`src/hw/rtl/prefix_varint_decoder_defines.svh`:
```
// Assertion macros for the prefix varint decoder.
// Included by the files that carry concurrent checks; needs no package.
`ifndef PREFIX_VARINT_DECODER_DEFINES_SVH
`define PREFIX_VARINT_DECODER_DEFINES_SVH

// Check a property on every rising clock edge outside reset.
`define PVD_ASSERT(label, clk, rst, prop, msg) \
   label: assert property (@(posedge clk) disable iff (rst) (prop)) else $error(msg);

// Check that a condition implies a consequence on the next edge.
`define PVD_ASSERT_NEXT(label, clk, rst, cond, cons, msg) \
   label: assert property (@(posedge clk) disable iff (rst) (cond) |=> (cons)) \
      else $error(msg);

`endif

```
`src/hw/rtl/pvd_pkg.sv`:
```
// Package for the prefix varint decoder: field widths, lead-byte masks and codes.
// No dependencies.
package pvd_pkg;

   localparam int unsigned ByteW  = 8;
   localparam int unsigned ValueW = 64;
   localparam int unsigned LenW   = 4;
   localparam int unsigned PendW  = 4;
   localparam int unsigned RspW   = 72;   // value + length, padded to whole bytes

   localparam logic [LenW-1:0] LenMax = 4'd15;

   // lead-byte class masks and patterns
   localparam logic [ByteW-1:0] MaskTop1 = 8'h80;
   localparam logic [ByteW-1:0] MaskTop2 = 8'hC0;
   localparam logic [ByteW-1:0] MaskTop4 = 8'hF0;
   localparam logic [ByteW-1:0] MaskTop6 = 8'hFC;
   localparam logic [ByteW-1:0] PatOne   = 8'h00;
   localparam logic [ByteW-1:0] PatTwo   = 8'h80;
   localparam logic [ByteW-1:0] PatThree = 8'hC0;
   localparam logic [ByteW-1:0] PatFour  = 8'hE0;
   localparam logic [ByteW-1:0] PatExt   = 8'hF0;

   // extended forms, selected by the top six bits
   localparam logic [ByteW-1:0] CodeWord32 = 8'hF0;
   localparam logic [ByteW-1:0] CodeWord64 = 8'hF4;
   localparam logic [ByteW-1:0] CodeNegate = 8'hF8;
   localparam logic [ByteW-1:0] CodeShortM = 8'hFC;

   // payload masks
   localparam logic [ByteW-1:0] Mask7 = 8'h7F;
   localparam logic [ByteW-1:0] Mask6 = 8'h3F;
   localparam logic [ByteW-1:0] Mask5 = 8'h1F;
   localparam logic [ByteW-1:0] Mask4 = 8'h0F;
   localparam logic [ByteW-1:0] Mask2 = 8'h03;

   // follow-on byte counts per form
   localparam logic [PendW-1:0] PendTwo   = 4'd1;
   localparam logic [PendW-1:0] PendThree = 4'd2;
   localparam logic [PendW-1:0] PendFour  = 4'd3;
   localparam logic [PendW-1:0] PendW32   = 4'd4;
   localparam logic [PendW-1:0] PendW64   = 4'd8;

   // zero-extend a masked byte to the value width
   function automatic logic [ValueW-1:0] widen(input logic [ByteW-1:0] b);
      widen = {{(ValueW-ByteW){1'b0}}, b};
   endfunction

endpackage

```
`src/hw/rtl/prefix_varint_decoder.sv`:
```
// Top level of the prefix varint decoder: byte stream in, decoded integers out.
// Depends on pvd_pkg and prefix_varint_decoder_defines.svh.
//
// The decoder takes one byte of a prefix-coded integer stream per transfer on the
// req_ channel and, when an integer completes, presents its 64-bit two's complement
// value and the number of bytes it used (prefixes included, saturating at 15) on the
// rsp_ channel. The decode of the lead byte, the shift of
// a follow-on byte into the accumulator and the optional complement all sit between
// the state registers and the result register. A result register decouples the two
// sides, so a new byte is taken in the same cycle a waiting result is transferred;
// bytes stall only while a result sits unread and rsp_tready is low. Lead bytes:
// 0xxxxxxx is a 7-bit value; 10/110/1110 prefixes carry 14/21/28 bits over 2..4 bytes;
// 111100xx and 111101xx are followed by a big-endian 32- or 64-bit value; 111110xx
// toggles a complement of the next integer; 111111xx is the value -1..-4.
`include "prefix_varint_decoder_defines.svh"

module prefix_varint_decoder (
   input  logic                       clock,
   input  logic                       reset,
   input  logic                       req_tvalid,
   output logic                       req_tready,
   input  logic [pvd_pkg::ByteW-1:0]  req_tdata,   // [7:0] stream_byte
   output logic                       rsp_tvalid,
   input  logic                       rsp_tready,
   output logic [pvd_pkg::RspW-1:0]   rsp_tdata    // [63:0] decoded_value,
                                                   // [67:64] encoded_length, rest zero
);

   // decode state
   logic [pvd_pkg::PendW-1:0]  pend_ff, pend_in;
   logic [pvd_pkg::ValueW-1:0] acc_ff, acc_in;
   logic                       neg_ff, neg_in;
   logic [pvd_pkg::LenW-1:0]   cnt_ff, cnt_in;

   // result register
   logic                       rsp_valid_ff, rsp_valid_in;
   logic [pvd_pkg::ValueW-1:0] rsp_value_ff, rsp_value_in;
   logic [pvd_pkg::LenW-1:0]   rsp_len_ff, rsp_len_in;

   logic                       req_accept;
   logic                       emit;
   logic [pvd_pkg::ValueW-1:0] raw_value;
   logic [pvd_pkg::LenW-1:0]   cnt_inc;
   logic [pvd_pkg::PendW-1:0]  pend_dec;
   logic [pvd_pkg::ValueW-1:0] acc_shift;
   logic [pvd_pkg::ByteW-1:0]  b;

   // accept a byte whenever the result slot is free or drains this cycle
   assign req_tready = !rsp_valid_ff || rsp_tready;
   assign req_accept = req_tvalid && req_tready;
   assign b          = req_tdata;

   assign cnt_inc   = (cnt_ff == pvd_pkg::LenMax) ? cnt_ff : cnt_ff + 1'b1;
   assign pend_dec  = pend_ff - 1'b1;
   assign acc_shift = {acc_ff[pvd_pkg::ValueW-pvd_pkg::ByteW-1:0], b};

   // byte decode: next state, and the raw value when an integer completes
   always_comb begin
      pend_in   = pend_ff;
      acc_in    = acc_ff;
      neg_in    = neg_ff;
      cnt_in    = cnt_inc;
      emit      = 1'b0;
      raw_value = acc_shift;

      if (pend_ff != '0) begin
         // follow-on byte: shift in, finish when the count runs out
         acc_in  = acc_shift;
         pend_in = pend_dec;
         if (pend_dec == '0) begin
            emit      = 1'b1;
            raw_value = acc_shift;
         end
      end else if ((b & pvd_pkg::MaskTop1) == pvd_pkg::PatOne) begin
         emit      = 1'b1;
         raw_value = pvd_pkg::widen(b & pvd_pkg::Mask7);
      end else if ((b & pvd_pkg::MaskTop2) == pvd_pkg::PatTwo) begin
         acc_in  = pvd_pkg::widen(b & pvd_pkg::Mask6);
         pend_in = pvd_pkg::PendTwo;
      end else if ((b & pvd_pkg::MaskTop4) == pvd_pkg::PatExt) begin
         case (b & pvd_pkg::MaskTop6)
            pvd_pkg::CodeWord32: begin
               acc_in  = '0;
               pend_in = pvd_pkg::PendW32;
            end
            pvd_pkg::CodeWord64: begin
               acc_in  = '0;
               pend_in = pvd_pkg::PendW64;
            end
            pvd_pkg::CodeNegate: begin
               neg_in = !neg_ff;
            end
            default: begin
               // short negative form
               emit      = 1'b1;
               raw_value = ~pvd_pkg::widen(b & pvd_pkg::Mask2);
            end
         endcase
      end else if ((b & pvd_pkg::MaskTop4) == pvd_pkg::PatFour) begin
         acc_in  = pvd_pkg::widen(b & pvd_pkg::Mask4);
         pend_in = pvd_pkg::PendFour;
      end else begin
         // remaining lead bytes are 110xxxxx
         acc_in  = pvd_pkg::widen(b & pvd_pkg::Mask5);
         pend_in = pvd_pkg::PendThree;
      end

      if (emit) begin
         // completion clears the decode state
         pend_in = '0;
         acc_in  = '0;
         neg_in  = 1'b0;
         cnt_in  = '0;
      end
   end

   // result slot: load on completion, drop on transfer
   always_comb begin
      rsp_valid_in = rsp_valid_ff;
      rsp_value_in = rsp_value_ff;
      rsp_len_in   = rsp_len_ff;
      if (rsp_valid_ff && rsp_tready) begin
         rsp_valid_in = 1'b0;
      end
      if (req_accept && emit) begin
         rsp_valid_in = 1'b1;
         rsp_value_in = neg_ff ? ~raw_value : raw_value;
         rsp_len_in   = cnt_inc;
      end
   end

   always_ff @(posedge clock) begin
      if (reset) begin
         pend_ff      <= '0;
         acc_ff       <= '0;
         neg_ff       <= 1'b0;
         cnt_ff       <= '0;
         rsp_valid_ff <= 1'b0;
      end else begin
         if (req_accept) begin
            pend_ff <= pend_in;
            acc_ff  <= acc_in;
            neg_ff  <= neg_in;
            cnt_ff  <= cnt_in;
         end
         rsp_valid_ff <= rsp_valid_in;
      end
   end

   // payload holds without reset
   always_ff @(posedge clock) begin
      rsp_value_ff <= rsp_value_in;
      rsp_len_ff   <= rsp_len_in;
   end

   assign rsp_tvalid = rsp_valid_ff;
   assign rsp_tdata  = {{(pvd_pkg::RspW-pvd_pkg::ValueW-pvd_pkg::LenW){1'b0}},
                        rsp_len_ff, rsp_value_ff};

   // checks
   `PVD_ASSERT(a_pend_range, clock, reset, pend_ff <= pvd_pkg::PendW64,
      "pending count too large")
   `PVD_ASSERT(a_len_nonzero, clock, reset, !rsp_valid_ff || rsp_len_ff != '0,
      "zero length result")
   `PVD_ASSERT_NEXT(a_emit_clears, clock, reset, req_accept && emit,
      cnt_ff == '0 && !neg_ff && pend_ff == '0 && rsp_valid_ff,
      "completion did not clear state")
   `PVD_ASSERT_NEXT(a_idle_no_rsp, clock, reset, !req_accept && !rsp_valid_ff,
      !rsp_valid_ff, "result without a transfer")

endmodule

```
`config.mk`:
```
export PLATFORM = sky130hd
export DESIGN_NAME = prefix_varint_decoder
export DESIGN_NICKNAME = d
export VERILOG_FILES = /design/src/hw/rtl/pvd_pkg.sv /design/src/hw/rtl/prefix_varint_decoder.sv
export VERILOG_INCLUDE_DIRS = /design/src /design/src/hw/rtl
export SDC_FILE = /design/constraint.sdc
export NUM_CORES = 1
export LEC_CHECK = 0
export BUFFER_PORTS_ARGS = -buffer_cell sky130_fd_sc_hd__buf_4
export CORE_UTILIZATION = 60
export DETAILED_ROUTE_END_ITERATION = 10
export PLACE_DENSITY = 0.81
export SKIP_CTS_REPAIR_TIMING = 1
export SLEW_MARGIN = 10
export SYNTH_ARGS = -nofsm -noshare
export SYNTH_HDL_FRONTEND = slang
export SYNTH_SLANG_ARGS = --single-unit
```
`constraint.sdc`:
```
create_clock -name clock -period 15.2 [get_ports clock]
set_input_delay 4.56 -clock clock [delete_from_list [all_inputs] [get_ports clock]]
set_output_delay 4.56 -clock clock [all_outputs]
set_load 0.005 [all_outputs]
```
==> results.sh <==
export IMPL_outcome="finished, violations left"
export IMPL_failed_checks="design-rule violations"
export IMPL_synth_seq_area_share_pct=61.3
export IMPL_drive_gt1_share_pct=23.7
export IMPL_cts_root_buf="clkbuf_8"
export IMPL_path_cells="buf_4 -> nand2b_1 -> buf_4"
export IMPL_synthCells=438
export IMPL_synth_async_reset_ratio_pct=0
export IMPL_rr_startpoint="pend_ff[1]$_SDFFE_PP0P_"
export IMPL_finalWirelength_um=10600
export IMPL_min_period_ps=9580
export IMPL_cp_common_cell="buf_4"
export IMPL_clkTransAtPathRegs_ps=60
export IMPL_syn_cell_area_um2=5490
export IMPL_wl_per_cell_um=16.8
export IMPL_fin_crit_sh_pct=63.0
export IMPL_cts_max_level=4
export IMPL_required_ps=10640
export IMPL_post_place_ws_ps=5620
export IMPL_final_common_cell="buf_4"
export IMPL_worstHoldPathType="flop to flop"
export IMPL_dp_hpwl_um=6370
export IMPL_syn_avg_cell_area_um2=12.5
export IMPL_tightest_slew_ps=1070
export IMPL_grt_pass1_wl_um=17200
export IMPL_maxCapViolations=0
export IMPL_fin_skew_ps=8.44
export IMPL_setup_violations=0
export IMPL_p_leak_uw=0.00251
export IMPL_ys_flop_type="edfxtp_1"
export IMPL_synth_distinct_cells=45
export IMPL_grt_pass1_vias=3451
export IMPL_drtIter0Drc=181
export IMPL_max_slew_margin_pct=28.5
export IMPL_syn_to_final_growth_pct=22.7
export IMPL_ys_seq_elements=134
export IMPL_reg2reg_depth=7
export IMPL_fin_cells=628
export IMPL_vias=3628
export IMPL_synth_edf_count=68
export IMPL_drc=14
export IMPL_crit_fanout=5
export IMPL_ios=86
export IMPL_slowest_stage="nand2b_1"
export IMPL_placementRows=34
export IMPL_slowest_delay_ps=190
export IMPL_p_per_area_nw_per_um2=146
export IMPL_cp_top_family="buffers and inverters"
export IMPL_die_x_um=97.7
export IMPL_peakVddDrop_uv=77.6
export IMPL_slew_violations=0
export IMPL_reg2reg_to="acc_ff[54]$_SDFFE_PP0P_"
export IMPL_numPortBuffers=81
export IMPL_grt_antenna_before_repair=0
export IMPL_grt_max_degree=66
export IMPL_r2r_slack_ps=12680
export IMPL_hold_violations=0
export IMPL_cts_buffer_depth=2
export IMPL_grtUsageTotal_pct=23.1
export IMPL_cp_depth=3
export IMPL_dieHeight_um=97.7
export IMPL_tns_ps=0
export IMPL_layout_common_cells="85 x buf_4, 68 x edfxtp_1, 65 x dfxtp_1"
export IMPL_crit_path_end_kind="output port"
export IMPL_layout_setup_ws_ps=5620
export IMPL_start_util_pct=62.3
export IMPL_final_nets=522
export IMPL_coreArea_um2=8810
export IMPL_crit_arrival_ps=5020
export IMPL_p_total_uw=981
export IMPL_crit_type="input pin to output port"
export IMPL_grt_overflow=0
export IMPL_cts_made_buffers=17
export IMPL_cts_tree="done"
export IMPL_insertedDiodeCount=0
export IMPL_die_area_um2=9540
export IMPL_yosysWarnings=0
export IMPL_critical_path_startpoint="rsp_tready"
export IMPL_numClockSinks=134
export IMPL_crit_path_start_kind="input pin"
export IMPL_critPathCapture="req_tready"
export IMPL_fmax_mhz=104
export IMPL_rsz0062_at_grt="no"
export IMPL_drt_first_pass_iters=11
export IMPL_gp_congestion=0.844
export IMPL_drtAntennaViolNets=0
export IMPL_crit_buf_inv=2
export IMPL_clkLatencyLatePin_ps=520
export IMPL_routed_via_density=5.78
export IMPL_dpl_cell_count=596
cell usage after synthesis (3+ instances only):
master,instances,area (um2)
ha_1,3,37.5
xnor2_1,59,517
xor2_1,8,70.1
nand2b_1,5,31.3
o21ai_0,40,200
buf_4,8,60.1
a22o_1,50,438
o21ai_1,26,130
nor2b_1,3,18.8
edfxtp_1,68,2040
a32o_1,5,50.1
mux2i_1,3,30.0
a21oi_1,7,35.0
dfxtp_1,66,1320
nor3_1,9,45.0
buf_2,14,70.1
nor2_1,7,26.3
buf_6,3,33.8
nand3b_1,3,22.5
nand2_1,7,26.3
inv_1,4,15.0
clkbuf_1,13,48.8
worst reg2reg max path, cell delays in order (launching register included):
cell,delay (ps)
dfxtp_1,400
inv_1,80
ha_1,210
nand2b_1,150
a22oi_1,250
o21ai_1,210
nor2_4,880
a22o_1,280
worst min-delay path by stage:
stage,start,to,slack [ps],cells after the start
floorplan,acc_ff[55]$_SDFFE_PP0P_,acc_ff[55]$_SDFFE_PP0P_,440,1
global placement,acc_ff[55]$_SDFFE_PP0P_,acc_ff[55]$_SDFFE_PP0P_,460,1
detailed placement,acc_ff[55]$_SDFFE_PP0P_,acc_ff[55]$_SDFFE_PP0P_,460,1
CTS,acc_ff[49]$_SDFFE_PP0P_,acc_ff[49]$_SDFFE_PP0P_,480,1
global route,acc_ff[49]$_SDFFE_PP0P_,acc_ff[49]$_SDFFE_PP0P_,510,1
finish,acc_ff[55]$_SDFFE_PP0P_,acc_ff[55]$_SDFFE_PP0P_,490,1
state kept, by name (all words and copies together), names as in the netlist:
| name | cells |
|---|---|
| acc_ff | 56 |
| rsp_tvalid | 1 |
| pend_ff | 4 |
| cnt_ff | 4 |
| neg_ff | 1 |
| rsp_len_ff | 4 |
| rsp_value_ff | 64 |
layout make-up:
| type | count | area, um2 |
|---|---|---|
| clock buffer | 19 | 422 |
| timing repair buffer | 85 | 638 |
| inverter | 4 | 15.0 |
| tap | 108 | 135 |
| sequential | 134 | 3370 |
| multi-input combinational | 265 | 1930 |
| fill | 543 | 2070 |
| clock inverter | 13 | 228 |
routing by layer:
metal,vias to the layer above,global-route usage [%],share of wire [%]
li1,1740,-,-
met1,1773,28.3,41
met2,102,40.0,53
met3,13,5.68,4.3
met4,0,7.81,1.2
met5,-,0,0
metrics by stage:
step                      instance area (um2)  hold slack (ps)  utilization [%]
after CTS                                6740              483             76.5
after floorplan                          5500              444                -
after detailed placement                 6090              463             69.1
after global routing                     6740              509             76.5
after global placement                   6090              462             69.1
final                                    6740              489             76.5
power breakdown:
part	switching, uW	leakage [uW]	internal, uW
Sequential	11.2	0.00118	414
Combinational	60.3	0.00101	48.8
Clock	147	0.000315	299
logic make-up (layout without fill, tap and decap cells):
| family | count (synthesis) | after routing | share of synthesized area [%] |
|---|---|---|---|
| AOI/OAI and AO/OA | 137 | 137 | 16.9 |
| buffers and inverters | 42 | 121 | 4.15 |
| other | 1 | 4 | 0.0683 |
| and+or+nand+nor | 50 | 50 | 5.54 |
| xor gates and xnor gates | 67 | 67 | 10.7 |
| DFF | 134 | 134 | 61.3 |
| muxes | 4 | 4 | 0.752 |
| adders and majority gates | 3 | 3 | 0.684 |
(Power assumes the default switching activity.)
